===== src/hdl/qvr_pkg.sv =====
// shared types, constants and arithmetic helpers for the quaternion vector rotator
package qvr_pkg;

  localparam int FieldWidth        = 32;
  localparam int FracBitsDefault   = 16;
  localparam int ValueWidthDefault = 32;
  localparam int CfgIdxWidth       = 3;
  localparam int NumEntries        = 9;
  localparam int NumProducts       = 10;
  localparam int QueueDepth        = 2;
  localparam int ProdWidth         = 64;
  localparam int AccWidth          = 66;

  localparam logic signed [FieldWidth-1:0] QuatWReset = 32'sd65536;

  typedef enum logic [CfgIdxWidth-1:0] {
    CFG_QUAT_W = 3'd0,
    CFG_QUAT_X = 3'd1,
    CFG_QUAT_Y = 3'd2,
    CFG_QUAT_Z = 3'd3
  } cfg_idx_e;

  typedef enum logic [3:0] {
    PROD_WW = 4'd0,
    PROD_XX = 4'd1,
    PROD_YY = 4'd2,
    PROD_ZZ = 4'd3,
    PROD_XY = 4'd4,
    PROD_XZ = 4'd5,
    PROD_YZ = 4'd6,
    PROD_WX = 4'd7,
    PROD_WY = 4'd8,
    PROD_WZ = 4'd9
  } prod_e;

  typedef enum logic [1:0] {
    SETUP_IDLE,
    SETUP_MUL,
    SETUP_SUM
  } setup_state_e;

  typedef logic signed [FieldWidth-1:0] field_t;

  typedef struct packed {
    field_t x;
    field_t y;
    field_t z;
    field_t w;
  } vec_t;

  typedef struct packed {
    logic busy;
    logic done;
  } setup_stat_t;

  typedef struct packed {
    logic hold;
  } front_ctrl_t;

  function automatic logic signed [AccWidth-1:0] sx_acc(input logic signed [ProdWidth-1:0] v);
    return {{(AccWidth-ProdWidth){v[ProdWidth-1]}}, v};
  endfunction

  function automatic logic signed [AccWidth-1:0] sat_acc(input logic signed [AccWidth-1:0] v,
                                                         input int eff);
    logic signed [AccWidth-1:0] hi;
    logic signed [AccWidth-1:0] lo;
    hi = (AccWidth'(1) << (eff - 1)) - AccWidth'(1);
    lo = ~hi;
    if (v > hi) begin
      return hi;
    end
    if (v < lo) begin
      return lo;
    end
    return v;
  endfunction

endpackage


===== src/hdl/qvr_front.sv =====
// input acceptance, w saturation and the item queue toward the back end
module qvr_front import qvr_pkg::*; #(
  parameter int VALUE_WIDTH = ValueWidthDefault
) (
  input  logic        clk_i,
  input  logic        rst_ni,
  input  front_ctrl_t ctrl_i,
  input  logic        in_valid_i,
  output logic        in_ready_o,
  input  field_t      vec_x_i,
  input  field_t      vec_y_i,
  input  field_t      vec_z_i,
  input  field_t      vec_w_i,
  output logic        item_valid_o,
  input  logic        item_ready_i,
  output vec_t        item_o
);

  localparam int EffWidth = (VALUE_WIDTH > FieldWidth) ? FieldWidth : VALUE_WIDTH;
  localparam int PtrWidth = (QueueDepth > 1) ? $clog2(QueueDepth) : 1;
  localparam int CntWidth = $clog2(QueueDepth + 1);

  vec_t queue_q [QueueDepth];
  logic [PtrWidth-1:0] wr_ptr_q, wr_ptr_d, rd_ptr_q, rd_ptr_d;
  logic [CntWidth-1:0] cnt_q, cnt_d;
  logic signed [AccWidth-1:0] w_sat;
  vec_t in_item;
  logic push, pop;

  assign w_sat     = sat_acc(AccWidth'(vec_w_i), EffWidth);
  assign in_item.x = vec_x_i;
  assign in_item.y = vec_y_i;
  assign in_item.z = vec_z_i;
  assign in_item.w = w_sat[FieldWidth-1:0];

  assign in_ready_o   = (cnt_q < CntWidth'(QueueDepth)) && !ctrl_i.hold;
  assign item_valid_o = (cnt_q != '0);
  assign item_o       = queue_q[rd_ptr_q];
  assign push         = in_valid_i && in_ready_o;
  assign pop          = item_valid_o && item_ready_i;

  always_comb begin
    wr_ptr_d = wr_ptr_q;
    rd_ptr_d = rd_ptr_q;
    cnt_d    = cnt_q;
    if (push) begin
      wr_ptr_d = (wr_ptr_q == PtrWidth'(QueueDepth - 1)) ? '0 : wr_ptr_q + PtrWidth'(1);
    end
    if (pop) begin
      rd_ptr_d = (rd_ptr_q == PtrWidth'(QueueDepth - 1)) ? '0 : rd_ptr_q + PtrWidth'(1);
    end
    case ({push, pop})
      2'b10:   cnt_d = cnt_q + CntWidth'(1);
      2'b01:   cnt_d = cnt_q - CntWidth'(1);
      default: cnt_d = cnt_q;
    endcase
  end

  always_ff @(posedge clk_i or negedge rst_ni) begin
    if (!rst_ni) begin
      wr_ptr_q <= '0;
      rd_ptr_q <= '0;
      cnt_q    <= '0;
    end else begin
      wr_ptr_q <= wr_ptr_d;
      rd_ptr_q <= rd_ptr_d;
      cnt_q    <= cnt_d;
    end
  end

  always_ff @(posedge clk_i) begin
    if (push) begin
      queue_q[wr_ptr_q] <= in_item;
    end
  end

endmodule


===== config.mk =====
export PLATFORM = sky130hd
export DESIGN_NAME = qvr_front
export DESIGN_NICKNAME = d
export VERILOG_FILES = /design/src/hdl/qvr_pkg.sv /design/src/hdl/qvr_front.sv
export SDC_FILE = /design/constraint.sdc
export NUM_CORES = 1
export LEC_CHECK = 0
export BUFFER_PORTS_ARGS = -buffer_cell sky130_fd_sc_hd__buf_2
export CELL_PAD_IN_SITES_DETAIL_PLACEMENT = 0
export CELL_PAD_IN_SITES_GLOBAL_PLACEMENT = 1
export CORE_MARGIN = 10
export CORE_UTILIZATION = 44
export CTS_BUF_LIST = sky130_fd_sc_hd__clkbuf_8 sky130_fd_sc_hd__clkbuf_16
export DETAILED_ROUTE_END_ITERATION = 12
export GPL_ROUTABILITY_DRIVEN = 0
export HOLD_SLACK_MARGIN = 0.1
export PLACE_DENSITY_LB_ADDON = 0.1
export RECOVER_POWER = 25
export SETUP_SLACK_MARGIN = 0.3
export SLEW_MARGIN = 20
export SYNTH_ARGS = -nofsm -noshare
export SYNTH_HDL_FRONTEND = slang
export SYNTH_SLANG_ARGS = --single-unit

===== constraint.sdc =====
create_clock -name clk_i -period 7.4 [get_ports clk_i]
set_clock_uncertainty 0.1 [all_clocks]
set_input_delay 1.48 -clock clk_i [delete_from_list [all_inputs] [get_ports clk_i]]
set_output_delay 1.48 -clock clk_i [all_outputs]
set_load 0.02 [all_outputs]

# Yosys cells after proc, flatten, opt, wreduce, memory -nomap -nowiden
# Memory sizes are Yosys's and may differ from the RTL's.
# Index checks and enable logic that the tools add are counted.
# totals
ff_bits	4
mem_bits_rw	256
in_bits	133
out_inout_bits	130
wordCells	31
n_memories	1
# mem_list
memory	words	width	read_ports	rd_clocked_by_memory_dff	wr	line_no	source
queue_q	2	128	1	0	1	qvr_front.sv:23	vec_t queue_q [QueueDepth];
# classes
n_addsub	4
order_cmp	3
eq_ne	2
muxes	12
n_reduce_logical	6
# op_table
operator	n
2-to-1 mux 32 bit	4
greater-than comparator 32 bit (second input constant)	1
< comparator 32 bit (second input constant)	1
2-to-1 mux 1 bit	7
case mux 2 bit (2 select lines)	1
nonzero test 2 bit	2
logical AND 1 bit	3
adder 1 bit (second input constant)	2
adder 2 x 1 -> 2 bit (second input constant)	1
== test 2 x 1 -> 1 bit (second input constant)	1
== test 2 bit (second input constant)	1
< comparator 2 bit (second input constant)	1
subtractor 2 x 1 -> 2 bit (second input constant)	1
zero test 1 bit	1

# Longest topological paths before layout
# Gate-level depths: netlist (run 1).
# logic_depth
depth_word	5
depth_mapped	6
mapped_depth_nobuf	6

# Worst setup path after synthesis (run 1)
# Ideal clock, no wire load.
# synth_path
path_kind	input -> register
from	input ctrl_i
to	memory queue_q[0][0] (netlist bit) (enable)
setup_time_ns	0.617
arrival_ns	7.356
required_time_ns	6.683
setup_slack_ns	-0.673
stages	3
path_buffers	0
cell_sequence	nor2_1 > nand2_1 > nor2_1
# synth_via
elab_chain_cells	5
# synth_rtl
item	line_no	source
start: declaration	qvr_front.sv:7	input front_ctrl_t ctrl_i,
zero test 1 bit	qvr_front.sv:36	assign in_ready_o = (cnt_q < CntWidth'(QueueDepth)) && !ctrl_i.hold;
logical AND 1 bit	qvr_front.sv:36	
logical AND 1 bit	qvr_front.sv:39	assign push = in_valid_i && in_ready_o;
2-to-1 mux 1 bit	qvr_front.sv:72	if (push) begin
2-to-1 mux 1 bit (implied by the code)	qvr_front.sv:73	queue_q[wr_ptr_q] <= in_item;
end: declaration	qvr_front.sv:23	
# No other way between the ends.

==> results of run 1 <==
[routing by layer]
| layer | routed length [um] | up-vias | GRT usage [%] |
|---|---|---|---|
| li1 | - | 2239 | - |
| met5 | 34 | - | 0 |
| met4 | 486 | 6 | 3.520 |
| met3 | 1902 | 43 | 5.688 |
| met2 | 10230 | 177 | 23.31 |
| met1 | 7992 | 2327 | 15.66 |
[cell families (layout without fill, tap and decap cells)]
group	count (synthesis)	count (layout)	share of synthesized area, %
flops	260	260	81.18
mux	128	128	15.03
buf+inv	46	318	2.830
simple gates	7	7	0.3783
xor+xnor	5	5	0.4566
fa+ha+maj	1	1	0.1304
other cells	0	3	0
[final cells by class]
cell class | count | area share (%)
clock buffers | 29 | 6.120
well taps | 275 | 2.902
flip-flops and latches | 260 | 65.71
clock inverters | 22 | 0.8336
repair buffers | 267 | 11.33
diodes | 3 | 0.06331
multi-input cells | 141 | 13.04
[cells in the mapped netlist (all sizes together)]
| cell type | instances | share of area [%] |
|---|---|---|
| ha | 1 | 0.13 |
| nand2 | 1 | 0.039 |
| xor2 | 2 | 0.18 |
| and2 | 1 | 0.091 |
| dfrtp | 4 | 1.0 |
| buf | 14 | 1.6 |
| or2 | 1 | 0.065 |
| nor2 | 3 | 0.12 |
| clkbuf | 32 | 1.3 |
| and3 | 1 | 0.065 |
| mux2 | 128 | 15 |
| edfxtp | 256 | 80 |
| xnor2 | 3 | 0.27 |
[stage by stage]
step           worst slack, ps  std cells  util [%]
6_report                  2779        997     55.88
5_1_grt                   2627        995     55.86
4_1_cts                   2715        993     55.83
3_5_place_dp              3284        942     51.95
3_3_place_gp              3308        942     51.95
2_1_floorplan             1483        447         -
[report_power, final]
group	total (W)	switching (W)	leakage [nW]	internal [W]
Sequential	0.00190	0.000108	2.37	0.00179
Combinational	0.00118	0.000691	1.55	0.000494
Clock	0.00123	0.000527	0.426	0.000703
Total	0.00432	0.00133	4.35	0.00299
[critical path: stages (launching register included)]
cell     delay [ps]
dfrtp_4        1010
buf_4           760
mux2_2          450
buf_2           170
[cell usage in the layout (no fill, tap or decap), types with 2 or more instances in the layout]
cell type    n
nor2_1       2
clkbuf_1    19
mux2_2     128
diode_2      3
clkinv_2     6
xnor2_1      3
buf_4        4
inv_1        5
edfxtp_1   256
clkbuf_16   29
buf_2      242
clkinv_1     9
dfrtp_1      3
xor2_1       2
[registers in the layout (all words and copies together) (netlist names)]
register	count
wr_ptr_q	1
rd_ptr_q	1
cnt_q	2
queue_q	256
[final timing paths]
path / end / slack, ps / cells past startpoint
worst max-delay path: item_o[81] / 2780 / 3
worst max register to register: queue_q[1][124] / 4860 / 4
worst min-delay path: cnt_q[1] / 400 / 1
max in group asynchronous: rd_ptr_q / 6310 / 1
worst min register to register: cnt_q[1] / 400 / 1
min in group asynchronous: cnt_q[1] / 680 / 1
==> impl_metrics.toml, run 1 <==
[outcome]
status = "complete, no violations"

[power]
leakage_nw = 4.351
cellPowerDensity_nw_per_um2 = 364.0
finalPower_w = 0.004316
ir_drop_mv = 0.2310

[drt]
drc = 0
drt_iter0_drc = 259
vias = 4792
drt-total-wl_mm = 20.64
wl_per_cell_um = 20.71
final_antenna_net_count = 0
drtPass1Iterations = 4
vias_per_cell = 4.806

[cts]
cts_buffers = 28
cts_tree = "yes"
postCtsSetupBuffers = 0
insertion_delay_ps = 520
hold_buffers = 0
cts_max_path_buffers = 3
cts_resized = 0
cts_sinks = 260
htreeDepth = 1
cts_root_buf = "clkbuf_16"
cts.clk_slew.worst_paths_ps = 60

[final_layout]
fill_cells = 1751
multiInputGateArea_sq_um = 1546
nets = 832
area_growth_pct = 23.61
seqCellArea_sq_um = 7791
final_area_sq_um = 11860
post_route_cells_drive_above_1_share_pct = 58.00

[timing]
finalSetupTns_ps = 0
min_period_over_period_pct = 62.44
finalHoldViolCount = 0
rsz0062_at_grt = "false"
min_period_ps = 4621
worstMarginPinSlew_ps = 936.0
max_freq_ghz = 0.2164
relSlewSlack_pct = 37.60
whs_ps = 402.4
final-max-slew-violation-count = 0
setup_viol = 0

[synth]
ys_ff_latch = 260
syn_avg_cell_area_sq_um = 21.46
yosys_warnings = 0
seq_area_frac_synth_pct = 81.18
syn-instance-count = 447
synthesis.nets = 581
syn_area_sq_um = 9593
synth_cell_types = 14

[grt]
grt_pass1_vias = 5155
grt_pass1_wl_mm = 30.19
grt_antenna_before_repair = 6
grt_max_degree = 78
overflow = 0
grtUsageTotal_pct = 13.71

[critical_path]
endpoint_kind = "output port"
cp-start-kind = "flop"
r2r_start = "cnt_q[1]"
path_max_fanout = 68
required_ps = 5820
crit_type = "reg2out"
arrival_ps = 3040
critPathLaunch = "rd_ptr_q"

[floorplanning]
io_pins = 263
initial_utilization_pct = 45.21
die_area_sq_um = 28110
die_w_um = 167.7
core_sq_um = 21220
dieHeight_um = 167.7
num_rows = 53

[worst_hold_path]
worst_hold_path_type = "reg2reg"
worstHoldStart = "cnt_q[1]"

[flow_run]
maxCapViolations = 0

[place]
port_buffers = 262
dp_hpwl_mm = 14.20
place_area_sq_um = 11020
(Power assumes the default switching activity.)
==> inputs of run 2 (changes only) <==
- clock period: 7.4 -> 4.4 ns (I/O delays scaled with it)
==> impl_metrics.toml, run 2 (synthesis results as in run 1) <==
[cts]
cts_root_buf = "clkbuf_16"
cts_buffers = 27
cts_sinks = 260
postCtsSetupBuffers = 0
cts_max_path_buffers = 3
cts_tree = "yes"
htreeDepth = 1
cts.clk_slew.worst_paths_ps = 60
insertion_delay_ps = 520

[grt]
grt_pass1_wl_mm = 30.64
overflow = 0
grt_antenna_before_repair = 6
grtUsageTotal_pct = 13.94
grt_max_degree = 61
grt_pass1_vias = 5263

[power]
cellPowerDensity_nw_per_um2 = 618.3
power.switching_w = 0.002224
p_comb_share_pct = 27.7
p_clk_share_pct = 29.5
seqPwrFrac_pct = 42.9
ir_drop_mv = 0.3611
leakage_nw = 4.372
finalPower_w = 0.007371
power.internal_w = 0.005146
p_sw_share_pct = 30.18

[critical_path]
cpPeakStageDelay_ps = 820
r2r_cells = 3
endpoint_kind = "output port"
path_buf_inv = 2
required_ps = 3420
path_max_fanout = 45
crit_chain = "buf_4, mux2_2, buf_2"
crit_type = "reg2out"
path_delay_family = "flip-flops"
slowest_stage = "dfrtp_4"
arrival_ps = 2390
worst-path-stages = 3
cp-start-kind = "flop"

[final_layout]
top_register = "queue_q"
fill_cells = 1724
multiInputGateArea_sq_um = 1546
largest_reg_flops = 256
post_route_cells_drive_above_1_share_pct = 56.93
seqCellArea_sq_um = 7791
final_cell_mix = "256 x edfxtp_1, 234 x buf_2, 128 x mux2_2"
final_core_util_pct = 56.18
area_growth_pct = 24.27
finalNonFillerCells = 1001
top_regs = "queue_q x256, cnt_q x2"
final_common_cell = "edfxtp_1"
nets = 835

[timing]
finalSetupTns_ps = 0
worstMarginPinSlew_ps = 731.5
setup_viol = 0
min_period_ps = 3369
whs_ps = 395.5
relSlewSlack_pct = 51.23
min_period_over_period_pct = 76.56
final-max-slew-violation-count = 0
rsz0062_at_grt = "false"
finalHoldViolCount = 0
max_freq_ghz = 0.2968

[place]
place_inst = 946
port_buffers = 262
dp_hpwl_mm = 14.37

[worst_hold_path]
hold_depth = 1
worst_hold_path_type = "reg2reg"

[drt]
vias = 4849
drc = 0
vias_per_cell = 4.844
wl_per_cell_um = 20.58
drtPass1Iterations = 4
drt-total-wl_mm = 20.60
final_antenna_net_count = 0
drt_iter0_drc = 255

[floorplanning]
io_pins = 263
initial_utilization_pct = 45.21
dieHeight_um = 167.7
die_area_sq_um = 28110
num_rows = 53
core_sq_um = 21220
die_w_um = 167.7

[outcome]
status = "complete, no violations"

[flow_run]
maxCapViolations = 0
-- run 2: cell type report --
cell class | instances | share of cell area (%)
clock buffer | 27 | 5.668
multi-input combinational | 141 | 12.97
tap | 275 | 2.886
timing repair buffer | 271 | 11.50
sequential | 260 | 65.35
clock inverter | 23 | 1.532
antenna | 4 | 0.08396
-- run 2: metrics by stage --
step,worst slack (ps),cell area [sq um]
floorplan,505.3,9602
global placement,1581,11080
detailed placement,1551,11080
CTS,978.1,11950
global route,911.3,11910
finish,1031,11920
-- run 2: per-layer routing --
metal | global-route usage (%) | share of wire, %
met3 | 5.852 | 9.5
met4 | 3.747 | 2.1
met5 | 0 | 0.087
met1 | 16.30 | 39
met2 | 23.14 | 49
-- run 2: worst reg2reg max path, cell delays in order, from the launching register on --
cell	delay, ps
dfrtp_1	400
nor2_1	170
and3_4	700
buf_4	450
-- run 2: final timing paths --
kind	startpoint	endpoint	slack (ps)
max	rd_ptr_q	item_o[33]	1030
min	cnt_q[1]	cnt_q[1]	400
min in group asynchronous	rst_ni	cnt_q[1]	610
min reg2reg	cnt_q[1]	cnt_q[1]	400
max in group asynchronous	rst_ni	rd_ptr_q	3460
max reg2reg	cnt_q[1]	queue_q[1][80]	2230
-- run 2: power by group through the flow --
stage / clock, W / combinational [W] / sequential (W)
CTS: 0.00223 / 0.00210 / 0.00317
finish: 0.00217 / 0.00204 / 0.00316
global route: 0.00232 / 0.00219 / 0.00319
global placement: 0 / 0.00207 / 0.00321
floorplan: 0 / 0.00156 / 0.00312
detailed placement: 0 / 0.00209 / 0.00322
-- run 2: what timing repair did --
item	in CTS	in global routing
gates resized for setup	0	0
endpoints found under the hold margin	4	0
hold buffers	1	0
